<file path="src/rtl/wilder_rsi_indicator_core_macros.svh">
// ----------------------------------------------------------------------
// wilder_rsi_indicator_core_macros: assertion helpers
// Concurrent checks on the rising clock edge, off while reset is low.
// ----------------------------------------------------------------------
`ifndef WILDER_RSI_INDICATOR_CORE_MACROS_SVH
`define WILDER_RSI_INDICATOR_CORE_MACROS_SVH

// consequent in the same cycle
`define WRI_ASSERT_NOW(lbl, ante, cons, msg) \
  lbl: assert property (@(posedge clk) disable iff (!rst_n) (ante) |-> (cons)) \
    else $error(msg);

// consequent in the next cycle
`define WRI_ASSERT_NEXT(lbl, ante, cons, msg) \
  lbl: assert property (@(posedge clk) disable iff (!rst_n) (ante) |=> (cons)) \
    else $error(msg);

`endif

</file>
<file path="src/rtl/wri_pkg.sv">
// ----------------------------------------------------------------------
// wri_pkg: shared types and constants
// Payload structs, controller commands, status and state encoding.
// ----------------------------------------------------------------------
package wri_pkg;

  localparam int CLOSE_W    = 32;
  localparam int RSI_W      = 14;
  localparam int RATIO_BITS = 49;
  localparam int PERIOD_W   = 7;

  localparam logic [PERIOD_W-1:0] PERIOD_MIN = 7'd2;
  localparam logic [PERIOD_W-1:0] PERIOD_MAX = 7'd64;
  localparam logic [PERIOD_W-1:0] PERIOD_RST = 7'd14;

  localparam logic [RSI_W-1:0] RSI_HALF = 14'd5000;
  localparam logic [RSI_W-1:0] RSI_FULL = 14'd10000;

  typedef struct packed {
    logic [CLOSE_W-1:0] close_price;
    logic               restart;
  } wri_in_t;

  typedef struct packed {
    logic [RSI_W-1:0] rsi_hundredths;
    logic             warmed_up;
  } wri_out_t;

  typedef enum logic [1:0] {
    DOP_GAIN,
    DOP_LOSS,
    DOP_RATIO
  } wri_div_op_t;

  typedef struct packed {
    logic zero;
    logic sum;
    logic first;
    logic warm;
  } wri_mode_t;

  typedef struct packed {
    logic        capture;
    logic        add;
    logic        div_start;
    logic        div_wb;
    wri_div_op_t div_op;
    logic        ratio_load;
    logic        norm_shift;
    logic        mul;
    logic        res_load;
  } wri_cmd_t;

  typedef struct packed {
    wri_mode_t mode;
    logic      loss_zero;
    logic      ratio_wide;
    logic      div_busy;
    logic      div_done;
  } wri_sts_t;

  typedef enum logic [3:0] {
    S_IDLE,
    S_STEP,
    S_GAIN_GO,
    S_GAIN_WAIT,
    S_LOSS_GO,
    S_LOSS_WAIT,
    S_CHECK,
    S_NORM,
    S_MUL,
    S_RATIO_GO,
    S_RATIO_WAIT,
    S_DONE
  } wri_state_t;

endpackage

</file>
<file path="src/rtl/wri_div.sv">
// ----------------------------------------------------------------------
// wri_div: shared bit-serial divider
// Restoring division, one quotient bit per cycle, dividend left aligned.
// ----------------------------------------------------------------------
module wri_div #(
  parameter int DDW = 64,
  parameter int DVW = 50
) (
  input  logic                       clk,
  input  logic                       rst_n,
  input  logic                       start,
  input  logic [DDW-1:0]             dividend,
  input  logic [DVW-1:0]             divisor,
  input  logic [$clog2(DDW+1)-1:0]   steps,
  output logic                       busy,
  output logic                       done,
  output logic [DDW-1:0]             quotient,
  output logic                       rem_nz
);

  localparam int CW = $clog2(DDW + 1);

  logic          busy_r, busy_nxt;
  logic          done_r, done_nxt;
  logic [CW-1:0] cnt_r, cnt_nxt;
  logic [DDW-1:0] num_r, num_nxt;
  logic [DDW-1:0] quo_r, quo_nxt;
  logic [DVW-1:0] rem_r, rem_nxt;
  logic [DVW-1:0] dvs_r, dvs_nxt;
  logic [DVW:0]   trial;
  logic [DVW:0]   trial_sub;
  logic           take;

  assign trial     = {rem_r, num_r[DDW-1]};
  assign take      = trial >= {1'b0, dvs_r};
  assign trial_sub = trial - {1'b0, dvs_r};

  always_comb begin
    busy_nxt = busy_r;
    done_nxt = 1'b0;
    cnt_nxt  = cnt_r;
    num_nxt  = num_r;
    quo_nxt  = quo_r;
    rem_nxt  = rem_r;
    dvs_nxt  = dvs_r;
    if (start) begin
      busy_nxt = 1'b1;
      cnt_nxt  = steps;
      num_nxt  = dividend;
      quo_nxt  = '0;
      rem_nxt  = '0;
      dvs_nxt  = divisor;
    end else if (busy_r) begin
      num_nxt = num_r << 1;
      rem_nxt = take ? trial_sub[DVW-1:0] : trial[DVW-1:0];
      quo_nxt = {quo_r[DDW-2:0], take};
      cnt_nxt = cnt_r - 1'b1;
      if (cnt_r == CW'(1)) begin
        busy_nxt = 1'b0;
        done_nxt = 1'b1;
      end
    end
  end

  always_ff @(posedge clk) begin
    if (!rst_n) begin
      busy_r <= 1'b0;
      done_r <= 1'b0;
    end else begin
      busy_r <= busy_nxt;
      done_r <= done_nxt;
    end
  end

  always_ff @(posedge clk) begin
    cnt_r <= cnt_nxt;
    num_r <= num_nxt;
    quo_r <= quo_nxt;
    rem_r <= rem_nxt;
    dvs_r <= dvs_nxt;
  end

  assign busy     = busy_r;
  assign done     = done_r;
  assign quotient = quo_r;
  assign rem_nz   = rem_r != '0;

endmodule

</file>
<file path="src/rtl/wri_dp.sv">
// ----------------------------------------------------------------------
// wri_dp: indicator datapath
// Series state, running sums and averages, ratio operands and result.
// ----------------------------------------------------------------------
`include "wilder_rsi_indicator_core_macros.svh"

module wri_dp #(
  parameter int PRICE_BITS = 32,
  parameter int FRAC_BITS  = 16
) (
  input  logic                          clk,
  input  logic                          rst_n,
  input  logic                          cfg_we,
  input  logic [wri_pkg::PERIOD_W-1:0]  cfg_data,
  input  wri_pkg::wri_in_t              in_data,
  input  wri_pkg::wri_cmd_t             cmd,
  output wri_pkg::wri_sts_t             sts,
  output wri_pkg::wri_out_t             out_data
);

  import wri_pkg::*;

  localparam int AVG_W  = PRICE_BITS + FRAC_BITS;
  localparam int FX_W   = AVG_W + FRAC_BITS;
  localparam int PROD_W = RSI_W + RATIO_BITS;
  localparam int DDW    = (FX_W > PROD_W) ? FX_W : PROD_W;
  localparam int DVW    = RATIO_BITS + 1;
  localparam int CW     = $clog2(DDW + 1);
  localparam logic [AVG_W-1:0] AVG_MAX = '1;

  logic [PERIOD_W-1:0]   period_r, period_nxt;
  logic [PRICE_BITS-1:0] prev_r, prev_nxt;
  logic [PERIOD_W-1:0]   bar_r, bar_nxt;
  logic [AVG_W-1:0]      avg_g_r, avg_g_nxt;
  logic [AVG_W-1:0]      avg_l_r, avg_l_nxt;
  wri_mode_t             mode_r, mode_nxt;
  logic [PERIOD_W-1:0]   n_r, n_nxt;
  logic [PRICE_BITS-1:0] gain_r, gain_nxt;
  logic [PRICE_BITS-1:0] loss_r, loss_nxt;
  logic [AVG_W-1:0]      rg_r, rg_nxt;
  logic [AVG_W-1:0]      rl_r, rl_nxt;
  logic [PROD_W-1:0]     prod_r, prod_nxt;
  logic [DVW-1:0]        den_r, den_nxt;
  logic [RSI_W-1:0]      rsi_q_r, rsi_q_nxt;
  wri_out_t              out_r, out_nxt;

  logic [PRICE_BITS-1:0] close_m;
  logic [PERIOD_W-1:0]   n_clamp;
  logic [PERIOD_W-1:0]   idx;
  logic [AVG_W:0]        sum_g;
  logic [AVG_W:0]        sum_l;
  logic [AVG_W-1:0]      sel_avg;
  logic [PRICE_BITS-1:0] sel_pr;
  logic [AVG_W-1:0]      x_fx;
  logic                  x_ge;
  logic [AVG_W-1:0]      diff;
  logic [FX_W-1:0]       fx_sum;
  logic [AVG_W-1:0]      wb_avg;
  logic [DDW-1:0]        dvd;
  logic [DVW-1:0]        dvs;
  logic [CW-1:0]         steps;
  logic                  div_busy;
  logic                  div_done;
  logic [DDW-1:0]        div_q;
  logic                  div_rnz;

  assign close_m = PRICE_BITS'(in_data.close_price);
  assign n_clamp = (period_r < PERIOD_MIN) ? PERIOD_MIN :
                   (period_r > PERIOD_MAX) ? PERIOD_MAX : period_r;
  assign idx     = in_data.restart ? '0 : bar_r;

  assign sum_g = {1'b0, avg_g_r} + (AVG_W + 1)'(gain_r);
  assign sum_l = {1'b0, avg_l_r} + (AVG_W + 1)'(loss_r);

  // divider operands
  assign sel_avg = (cmd.div_op == DOP_LOSS) ? avg_l_r : avg_g_r;
  assign sel_pr  = (cmd.div_op == DOP_LOSS) ? loss_r : gain_r;
  assign x_fx    = AVG_W'(sel_pr) << FRAC_BITS;
  assign x_ge    = x_fx >= sel_avg;
  assign diff    = x_ge ? (x_fx - sel_avg) : (sel_avg - x_fx);
  assign fx_sum  = {sel_avg, {FRAC_BITS{1'b0}}};

  always_comb begin
    case (cmd.div_op)
      DOP_RATIO: begin
        dvd   = DDW'(prod_r) << (DDW - PROD_W);
        dvs   = den_r;
        steps = CW'(PROD_W);
      end
      default: begin
        dvs = DVW'(n_r);
        if (mode_r.first) begin
          dvd   = DDW'(fx_sum) << (DDW - FX_W);
          steps = CW'(FX_W);
        end else begin
          dvd   = DDW'(diff) << (DDW - AVG_W);
          steps = CW'(AVG_W);
        end
      end
    endcase
  end

  always_comb begin
    if (mode_r.first) begin
      wb_avg = ((div_q >> AVG_W) != '0) ? AVG_MAX : AVG_W'(div_q);
    end else if (x_ge) begin
      wb_avg = sel_avg + AVG_W'(div_q);
    end else begin
      wb_avg = sel_avg - (AVG_W'(div_q) + AVG_W'(div_rnz));
    end
  end

  wri_div #(
    .DDW (DDW),
    .DVW (DVW)
  ) u_div (
    .clk      (clk),
    .rst_n    (rst_n),
    .start    (cmd.div_start),
    .dividend (dvd),
    .divisor  (dvs),
    .steps    (steps),
    .busy     (div_busy),
    .done     (div_done),
    .quotient (div_q),
    .rem_nz   (div_rnz)
  );

  always_comb begin
    period_nxt = cfg_we ? cfg_data : period_r;
    prev_nxt   = prev_r;
    bar_nxt    = bar_r;
    avg_g_nxt  = avg_g_r;
    avg_l_nxt  = avg_l_r;
    mode_nxt   = mode_r;
    n_nxt      = n_r;
    gain_nxt   = gain_r;
    loss_nxt   = loss_r;
    rg_nxt     = rg_r;
    rl_nxt     = rl_r;
    prod_nxt   = prod_r;
    den_nxt    = den_r;
    rsi_q_nxt  = rsi_q_r;
    out_nxt    = out_r;

    if (cmd.capture) begin
      prev_nxt       = close_m;
      n_nxt          = n_clamp;
      bar_nxt        = (idx > n_clamp) ? (n_clamp + 1'b1) : (idx + 1'b1);
      mode_nxt.zero  = idx == '0;
      mode_nxt.sum   = (idx != '0) && (idx <= n_clamp);
      mode_nxt.first = (idx != '0) && (idx == n_clamp);
      mode_nxt.warm  = (idx != '0) && (idx >= n_clamp);
      if (close_m > prev_r) begin
        gain_nxt = close_m - prev_r;
        loss_nxt = '0;
      end else begin
        gain_nxt = '0;
        loss_nxt = prev_r - close_m;
      end
      if (idx == '0) begin
        avg_g_nxt = '0;
        avg_l_nxt = '0;
      end
    end

    // saturating running sums during warm-up
    if (cmd.add) begin
      avg_g_nxt = sum_g[AVG_W] ? AVG_MAX : sum_g[AVG_W-1:0];
      avg_l_nxt = sum_l[AVG_W] ? AVG_MAX : sum_l[AVG_W-1:0];
    end

    if (cmd.div_wb) begin
      case (cmd.div_op)
        DOP_GAIN:  avg_g_nxt = wb_avg;
        DOP_LOSS:  avg_l_nxt = wb_avg;
        DOP_RATIO: rsi_q_nxt = RSI_W'(div_q);
        default:   rsi_q_nxt = rsi_q_r;
      endcase
    end

    if (cmd.ratio_load) begin
      rg_nxt = avg_g_r;
      rl_nxt = avg_l_r;
    end

    if (cmd.norm_shift) begin
      rg_nxt = rg_r >> 1;
      rl_nxt = rl_r >> 1;
    end

    if (cmd.mul) begin
      prod_nxt = PROD_W'(RATIO_BITS'(rg_r)) * PROD_W'(RSI_FULL);
      den_nxt  = DVW'(RATIO_BITS'(rg_r)) + DVW'(RATIO_BITS'(rl_r));
    end

    if (cmd.res_load) begin
      out_nxt.warmed_up = mode_r.warm;
      if (!mode_r.warm) begin
        out_nxt.rsi_hundredths = RSI_HALF;
      end else if (avg_l_r == '0) begin
        out_nxt.rsi_hundredths = RSI_FULL;
      end else begin
        out_nxt.rsi_hundredths = rsi_q_r;
      end
    end
  end

  always_ff @(posedge clk) begin
    if (!rst_n) begin
      period_r <= PERIOD_RST;
      prev_r   <= '0;
      bar_r    <= '0;
      avg_g_r  <= '0;
      avg_l_r  <= '0;
      mode_r   <= '0;
    end else begin
      period_r <= period_nxt;
      prev_r   <= prev_nxt;
      bar_r    <= bar_nxt;
      avg_g_r  <= avg_g_nxt;
      avg_l_r  <= avg_l_nxt;
      mode_r   <= mode_nxt;
    end
  end

  always_ff @(posedge clk) begin
    n_r     <= n_nxt;
    gain_r  <= gain_nxt;
    loss_r  <= loss_nxt;
    rg_r    <= rg_nxt;
    rl_r    <= rl_nxt;
    prod_r  <= prod_nxt;
    den_r   <= den_nxt;
    rsi_q_r <= rsi_q_nxt;
    out_r   <= out_nxt;
  end

  always_comb begin
    sts.mode       = mode_r;
    sts.loss_zero  = avg_l_r == '0;
    sts.ratio_wide = ((rg_r | rl_r) >> RATIO_BITS) != '0;
    sts.div_busy   = div_busy;
    sts.div_done   = div_done;
  end

  assign out_data = out_r;

  `WRI_ASSERT_NOW(a_bar_sat, 1'b1, bar_r <= (PERIOD_MAX + 1'b1), "bar count past saturation")
  `WRI_ASSERT_NOW(a_ratio_range, cmd.div_wb && (cmd.div_op == DOP_RATIO), div_q <= DDW'(RSI_FULL), "ratio quotient above full scale")

endmodule

</file>
<file path="src/rtl/wri_ctrl.sv">
// ----------------------------------------------------------------------
// wri_ctrl: indicator controller
// Sequences capture, sums, the three divisions and the result transfer.
// ----------------------------------------------------------------------
`include "wilder_rsi_indicator_core_macros.svh"

module wri_ctrl (
  input  logic               clk,
  input  logic               rst_n,
  input  logic               in_valid,
  output logic               in_ready,
  output logic               out_valid,
  input  logic               out_ready,
  input  wri_pkg::wri_sts_t  sts,
  output wri_pkg::wri_cmd_t  cmd
);

  import wri_pkg::*;

  wri_state_t state_r, state_nxt;
  logic       out_valid_r, out_valid_nxt;

  always_ff @(posedge clk) begin
    if (!rst_n) begin
      state_r     <= S_IDLE;
      out_valid_r <= 1'b0;
    end else begin
      state_r     <= state_nxt;
      out_valid_r <= out_valid_nxt;
    end
  end

  always_comb begin
    cmd       = '0;
    in_ready  = 1'b0;
    state_nxt = state_r;
    case (state_r)
      S_IDLE: begin
        in_ready = 1'b1;
        if (in_valid) begin
          cmd.capture = 1'b1;
          state_nxt   = S_STEP;
        end
      end
      S_STEP: begin
        if (sts.mode.zero) begin
          state_nxt = S_DONE;
        end else if (sts.mode.sum) begin
          cmd.add   = 1'b1;
          state_nxt = sts.mode.first ? S_GAIN_GO : S_DONE;
        end else begin
          state_nxt = S_GAIN_GO;
        end
      end
      S_GAIN_GO: begin
        cmd.div_op    = DOP_GAIN;
        cmd.div_start = 1'b1;
        state_nxt     = S_GAIN_WAIT;
      end
      S_GAIN_WAIT: begin
        cmd.div_op = DOP_GAIN;
        if (sts.div_done) begin
          cmd.div_wb = 1'b1;
          state_nxt  = S_LOSS_GO;
        end
      end
      S_LOSS_GO: begin
        cmd.div_op    = DOP_LOSS;
        cmd.div_start = 1'b1;
        state_nxt     = S_LOSS_WAIT;
      end
      S_LOSS_WAIT: begin
        cmd.div_op = DOP_LOSS;
        if (sts.div_done) begin
          cmd.div_wb = 1'b1;
          state_nxt  = S_CHECK;
        end
      end
      S_CHECK: begin
        if (sts.loss_zero) begin
          state_nxt = S_DONE;
        end else begin
          cmd.ratio_load = 1'b1;
          state_nxt      = S_NORM;
        end
      end
      S_NORM: begin
        if (sts.ratio_wide) begin
          cmd.norm_shift = 1'b1;
        end else begin
          state_nxt = S_MUL;
        end
      end
      S_MUL: begin
        cmd.mul   = 1'b1;
        state_nxt = S_RATIO_GO;
      end
      S_RATIO_GO: begin
        cmd.div_op    = DOP_RATIO;
        cmd.div_start = 1'b1;
        state_nxt     = S_RATIO_WAIT;
      end
      S_RATIO_WAIT: begin
        cmd.div_op = DOP_RATIO;
        if (sts.div_done) begin
          cmd.div_wb = 1'b1;
          state_nxt  = S_DONE;
        end
      end
      S_DONE: begin
        if (!out_valid_r || out_ready) begin
          cmd.res_load = 1'b1;
          state_nxt    = S_IDLE;
        end
      end
      default: begin
        state_nxt = S_IDLE;
      end
    endcase
  end

  always_comb begin
    if (cmd.res_load) begin
      out_valid_nxt = 1'b1;
    end else if (out_ready) begin
      out_valid_nxt = 1'b0;
    end else begin
      out_valid_nxt = out_valid_r;
    end
  end

  assign out_valid = out_valid_r;

  `WRI_ASSERT_NEXT(a_one_item, in_valid && in_ready, !in_ready, "second item taken while busy")
  `WRI_ASSERT_NOW(a_div_free, cmd.div_start, !sts.div_busy, "divider restarted while busy")
  `WRI_ASSERT_NOW(a_no_overwrite, cmd.res_load, !out_valid_r || out_ready, "pending result overwritten")

endmodule

</file>
<file path="src/rtl/wilder_rsi_indicator_core.sv">
// ----------------------------------------------------------------------
// wilder_rsi_indicator_core: Wilder RSI, one close in, one value out
// Warm-up bars before the last skip the divisions and go to the result.
// Steady-state bars run the gain, loss and ratio divisions on the
// shared bit-serial divider and skip the ratio when the loss average
// is zero; the bar that ends warm-up runs wider average divisions.
// The next close is taken only once the last result is registered.
// Synchronous active-low reset: period 14, series state cleared.
// ----------------------------------------------------------------------
module wilder_rsi_indicator_core #(
  parameter int PRICE_BITS = 32,
  parameter int FRAC_BITS  = 16
) (
  input  logic                         clk,
  input  logic                         rst_n,
  input  logic                         in_valid,
  output logic                         in_ready,
  input  wri_pkg::wri_in_t             in_data,
  output logic                         out_valid,
  input  logic                         out_ready,
  output wri_pkg::wri_out_t            out_data,
  input  logic                         cfg_we,
  input  logic [wri_pkg::PERIOD_W-1:0] cfg_data
);

  import wri_pkg::*;

  wri_cmd_t cmd;
  wri_sts_t sts;

  wri_ctrl u_ctrl (
    .clk       (clk),
    .rst_n     (rst_n),
    .in_valid  (in_valid),
    .in_ready  (in_ready),
    .out_valid (out_valid),
    .out_ready (out_ready),
    .sts       (sts),
    .cmd       (cmd)
  );

  wri_dp #(
    .PRICE_BITS (PRICE_BITS),
    .FRAC_BITS  (FRAC_BITS)
  ) u_dp (
    .clk      (clk),
    .rst_n    (rst_n),
    .cfg_we   (cfg_we),
    .cfg_data (cfg_data),
    .in_data  (in_data),
    .cmd      (cmd),
    .sts      (sts),
    .out_data (out_data)
  );

endmodule
</file>
<file path="config.mk">
export PLATFORM = sky130hd
export DESIGN_NAME = wilder_rsi_indicator_core
export DESIGN_NICKNAME = d
export VERILOG_FILES = /design/src/rtl/wri_pkg.sv /design/src/rtl/wri_div.sv /design/src/rtl/wri_dp.sv /design/src/rtl/wri_ctrl.sv /design/src/rtl/wilder_rsi_indicator_core.sv
export VERILOG_INCLUDE_DIRS = /design/src /design/src/rtl
export SDC_FILE = /design/constraint.sdc
export NUM_CORES = 2
export LEC_CHECK = 0
export BUFFER_PORTS_ARGS = -buffer_cell sky130_fd_sc_hd__buf_2
export CORE_ASPECT_RATIO = 0.5
export CORE_MARGIN = 3
export CORE_UTILIZATION = 40
export CTS_CLUSTER_DIAMETER = 100
export DETAILED_ROUTE_END_ITERATION = 16
export MAX_ROUTING_LAYER = met4
export PLACE_DENSITY = 0.57
export SLEW_MARGIN = 20
export SYNTH_ARGS = -nofsm -noshare
export SYNTH_HDL_FRONTEND = slang
export SYNTH_HIERARCHICAL = 1
export SYNTH_SLANG_ARGS = --single-unit
</file>
<file path="constraint.sdc">
create_clock -name clk -period 6.8 [get_ports clk]
set_input_delay 0.34 -clock clk [delete_from_list [all_inputs] [get_ports clk]]
set_output_delay 0.34 -clock clk [all_outputs]
set_load 0.005 [all_outputs]
</file>
**After elaboration in Yosys (flattened, before gate mapping)**

Cells that the tools add are included.
Widths: inputs -> output; s select.

- Add/sub/neg operators: 14
- Multiply operators: 1
- Divide/modulo/power cells: 0
- Order comparisons: 8
- Equal/unequal tests: 20
- Shift-type cells: 0
- Multiplexer cells: 64
- Bitwise logic cells: 3
- Reduce and logical (&&, ||, !) cells: 22

Operator list:

| cell | number |
|---|---|
| $mux 48 | 17 |
| $mux 64 | 4 |
| $sub 48x48->48 | 3 |
| $add 48x32->49 | 2 |
| $reduce_bool 64->1 | 1 |
| $sub 32x32->32 | 2 |
| $mux 7 | 9 |
| $mul 48x10->58 const B | 1 |
| $ge 51x49->1 | 1 |
| $mux 50 | 1 |
| $reduce_bool 50->1 | 1 |
| $sub 50x49->50 | 1 |
| $add 48x48->49 | 1 |
| $add 48x1->48 | 1 |
| $add 48x48->48 | 1 |
| $ge 48x48->1 | 1 |
| $logic_not 48->1 | 1 |
| $pmux 4 s12 | 1 |
| $mux 4 | 9 |
| $gt 32x32->1 | 1 |
| $mux 32 | 1 |
| $mux 1 | 20 |
| $eq 4x3->1 const B | 4 |
| $eq 4x4->1 const B | 4 |
| other kinds (30) | 44 |

- Register bits: 690
- Latch bits: 0
- RAM bits: 0
- Memory bits (read-only): 0
- Bits of input ports: 45
- Output and inout bits: 17
- Logic and storage cells: 162
- Memories: 0

**Longest topological paths before layout**

- Depth after elaboration: 10
- Depth in mapped cells: 29
- Gate-level depth less buffers: 24

**By module**

Netlist, hierarchy kept.

By module, submodules not included:

| module | instances | cells an instance | area each (um^2) | sequential area each (um^2) |
|---|---|---|---|---|
| wri_dp | 1 | 5515 | 47072.6 | 12001.5 |
| wri_div | 1 | 1243 | 12335.6 | 5955.7 |
| wri_ctrl | 1 | 77 | 550.5 | 100.1 |

**Worst setup path after synthesis**

OpenSTA, ideal clock, no wires.

- Kind: reg2reg
- Start point: register u_ctrl.state_r[0]
- End point: register u_dp.u_div.cnt_r[0], enable pin
- Setup time: 0.425 ns
- Arrival: 6.646 ns
- Required time: 6.375 ns
- Slack: -0.271 ns
- Stages on the path, launching flop included: 8
- Buffers on the path: 4
- Clock period less this slack: 7.071 ns
- Cell sequence: dfxtp_1 buf_6 clkbuf_1 o32ai_1 clkbuf_1 buf_1 nor2_1 inv_1

RTL lines:

| item | line | RTL |
|---|---|---|
| start, declared | wri_ctrl.sv:20 | `wri_state_t state_r, state_nxt;` |
| start signal, assigned | wri_ctrl.sv:28 | `state_r <= state_nxt;` |
| end signal, assigned | wri_div.sv:76 | `cnt_r <= cnt_nxt;` |
| end, declared | wri_div.sv:25 | `logic [CW-1:0] cnt_r, cnt_nxt;` |

**Final worst setup path**

- Start point: register u_dp.rg_r[16]
- End point: register u_dp.prod_r[55] (data pin)

- Cells in the longest elaborated chain, start to end: 1

RTL lines:

| item | line | RTL |
|---|---|---|
| start, declared | wri_dp.sv:40 | `logic [AVG_W-1:0] rg_r, rg_nxt;` |
| start signal, assigned | wri_dp.sv:231 | `rg_r <= rg_nxt;` |
| $mul 48x10->58 | wri_dp.sv:193 | `prod_nxt = PROD_W'(RATIO_BITS'(rg_r)) * PROD_W'(RSI_FULL);` |
| end signal, assigned | wri_dp.sv:233 | `prod_r <= prod_nxt;` |
| end, declared | wri_dp.sv:42 | `logic [PROD_W-1:0] prod_r, prod_nxt;` |

Every way passes these cells.
A chain may end at the register's enable or synchronous reset.

==> out/qor.yml <==
status: "finished with violations"
violations: "max-slew violations"
period_needed_ns: 6.325
synth_warnings: 6
fin_cells: 8869
dieArea_sq_um: 154800
placementRows: 99
r2r_end: "u_dp/prod_r[55]"
core_sq_um: 147300
tightestPinTransition_ns: 8.538
crit_type: "flop to flop"
dr.pass1.iters: 6
p_seq_share_pct: 31.7
syn-mean-instance-area_sq_um: 8.772
grt_start_max_net_pins: 160
cellLeakagePower_nw: 28.82
drive_above_1_share_pct: 8.438
wirelength_microns: 204900
hp-class: "primary input to flop"
maxSlewViolCount: 101
crit_end: "u_dp/prod_r[55]"
p_switching_mw: 7.427
routed-via-count: 51250
startpoint: "u_dp/rg_r[16]"
gp_congestion: 1.012
reg2reg_depth: 22
first_iter_violations: 5730
finish.utilization_pct: 44.59
cts_buffer_depth: 3
final_cell_mix: "inv_1 (687), ha_1 (602), nor2_1 (597)"
ir_drop_mv: 0.2911
period_share_pct: 93.01
p_int_mw: 10.62
post-place-cells: 8683
crit_path_end_kind: "flop"
fmax_mhz: 158.1
cts_root_buffer: "clkbuf_16"
grt_pass1_vias: 47980
p_clk_share_pct: 24.8
grt_pass1_wl_microns: 308200
die_x_microns: 553.5
nets: 7621
crit_required_ns: 7.24
syn2layout_area_growth_pct: 9.538
mostFrequentLayoutCell: "inv_1"
syn_inst: 6834
setup_viol_count_final: 0
r2r_slack_ns: 0.48
drv_cap: 0
io_pins: 62
nFillCells: 14480
route.detailed.drc: 0
rsz0062_at_grt: "no"
wl_per_cell_microns: 23.10
finalClockSkew_ns: 0.02459
multiInputGateArea_sq_um: 38100
holdWs_ns: 0.05073
relSlewSlack_pct: -471.3
rr_startpoint: "u_dp/rg_r[16]"
antenna_found_initial: 13
syn_area_sq_um: 59950
power.share.combinational_pct: 43.5
worstSetupStartpointType: "flop"
numClockSinks: 691
hold_start: "cfg_we"
p_sw_share_pct: 41.16
finalHoldViolations: 0
cp_max_fo: 7
crit_arrival_ns: 6.77
register_area_sq_um: 18060
tritoncts: "built"
initial_utilization_pct: 40.71
drtAntennaViolNets: 0
clk_pin_slew_ns: 0.07
cts-htree-levels: 3
die_h_microns: 279.8
io_buffer_count: 61
powerDensity_nw_per_um2: 274.8
routed_via_density: 5.778
grtUsageTotal_pct: 26.71
grt-ovfl-total: 0
tns_ns: 0
clk_latency_ns: 0.70
hpwl_microns: 161600
cts-buffers-inserted: 76
hold_depth: 3
[metal layers]
| metal | part of all wire, % | up-vias | wire [microns] | global-route usage [%] |
|---|---|---|---|---|
| met2 | 39 | 2115 | 80320 | 36.09 |
| met5 | 0 | - | 0 | - |
| met4 | 2.2 | 0 | 4537 | 5.609 |
| li1 | - | 24380 | - | - |
| met3 | 11 | 259 | 22480 | 6.888 |
| met1 | 48 | 24500 | 97530 | 39.45 |
[final cells by class]
| cell class | instances | area share (%) |
|---|---|---|
| sequential | 691 | 27.50 |
| timing repair buffer | 231 | 2.698 |
| multi-input combinational | 5137 | 58.02 |
| clock inverter | 45 | 0.9203 |
| clock buffer | 97 | 3.108 |
| antenna | 3 | 0.01143 |
| inverter | 696 | 3.984 |
| tap | 1969 | 3.752 |
[timing repair]
action | CTS | global route
gates resized for setup | 0 | 1
setup endpoints to repair | 0 | 1
setup buffers | 0 | 0
hold buffers | 41 | 0
endpoints found under the hold margin | 42 | 0
[power groups by stage]
stage                     clock (mW)  sequential, mW  combinational, mW
after floorplan                    0            5.51               5.54
after global placement             0            5.79               7.61
after detailed placement           0            5.79               7.60
after CTS                       4.58            5.71               7.66
after global routing            4.74            5.77               8.54
final                           4.48            5.72               7.84
[worst min path at each step]
stage | to | slack, ns
6_report | u_dp/period_r[1] | 0.05
5_1_grt | u_dp/period_r[2] | 0.02
4_1_cts | u_dp/period_r[1] | 0.0002
3_5_place_dp | u_dp/period_r[1] | 0.48
3_3_place_gp | u_dp/prev_r[31] | 0.47
2_1_floorplan | u_dp/period_r[1] | 0.45
[metrics by stage]
step | setup WS (ns) | power, mW | cell area (sq um)
5_1_grt | 0.09615 | 19.05 | 65660
2_1_floorplan | 0.4517 | 11.04 | 59980
3_3_place_gp | 0.4568 | 13.40 | 62610
4_1_cts | 0.3338 | 17.95 | 65660
3_5_place_dp | 0.3806 | 13.39 | 62610
6_report | 0.4752 | 18.05 | 65670
[sequential cells by signal, summed over array words and instances (netlist names), 4 cells and up]
name	cells
u_dp/out_data	15
u_dp/gain_r	32
u_dp/u_div/num_r	64
u_dp/n_r	7
u_dp/rsi_q_r	14
u_dp/avg_g_r	48
u_dp/u_div/cnt_r	7
u_dp/rg_r	48
u_dp/period_r	7
u_dp/den_r	49
u_dp/bar_r	7
u_dp/prod_r	58
u_dp/loss_r	32
u_dp/u_div/quotient	64
u_dp/u_div/dvs_r	50
u_dp/rl_r	48
u_dp/avg_l_r	48
u_dp/sts	4
u_ctrl/state_r	4
u_dp/prev_r	32
u_dp/u_div/rem_r	50
[worst max-delay path, cell delays in order (launching register included)]
cell and delay (ns):
edfxtp_1 0.43, inv_1 0.26, fa_1 0.47, inv_1 0.08, ha_1 0.24, fa_1 0.44
ha_1 0.29, inv_1 0.04, fa_1 0.48, inv_1 0.05, ha_1 0.37, a21oi_1 0.17
o21ai_0 0.18, a2111oi_1 0.54, a211oi_1 0.21, nor2_1 0.25, o21ai_1 0.22, a31oi_1 0.38
o21ai_1 0.21, a31oi_1 0.36, o21ai_0 0.14, a21oi_1 0.19, xnor2_1 0.08
(Power assumes the default switching activity.)
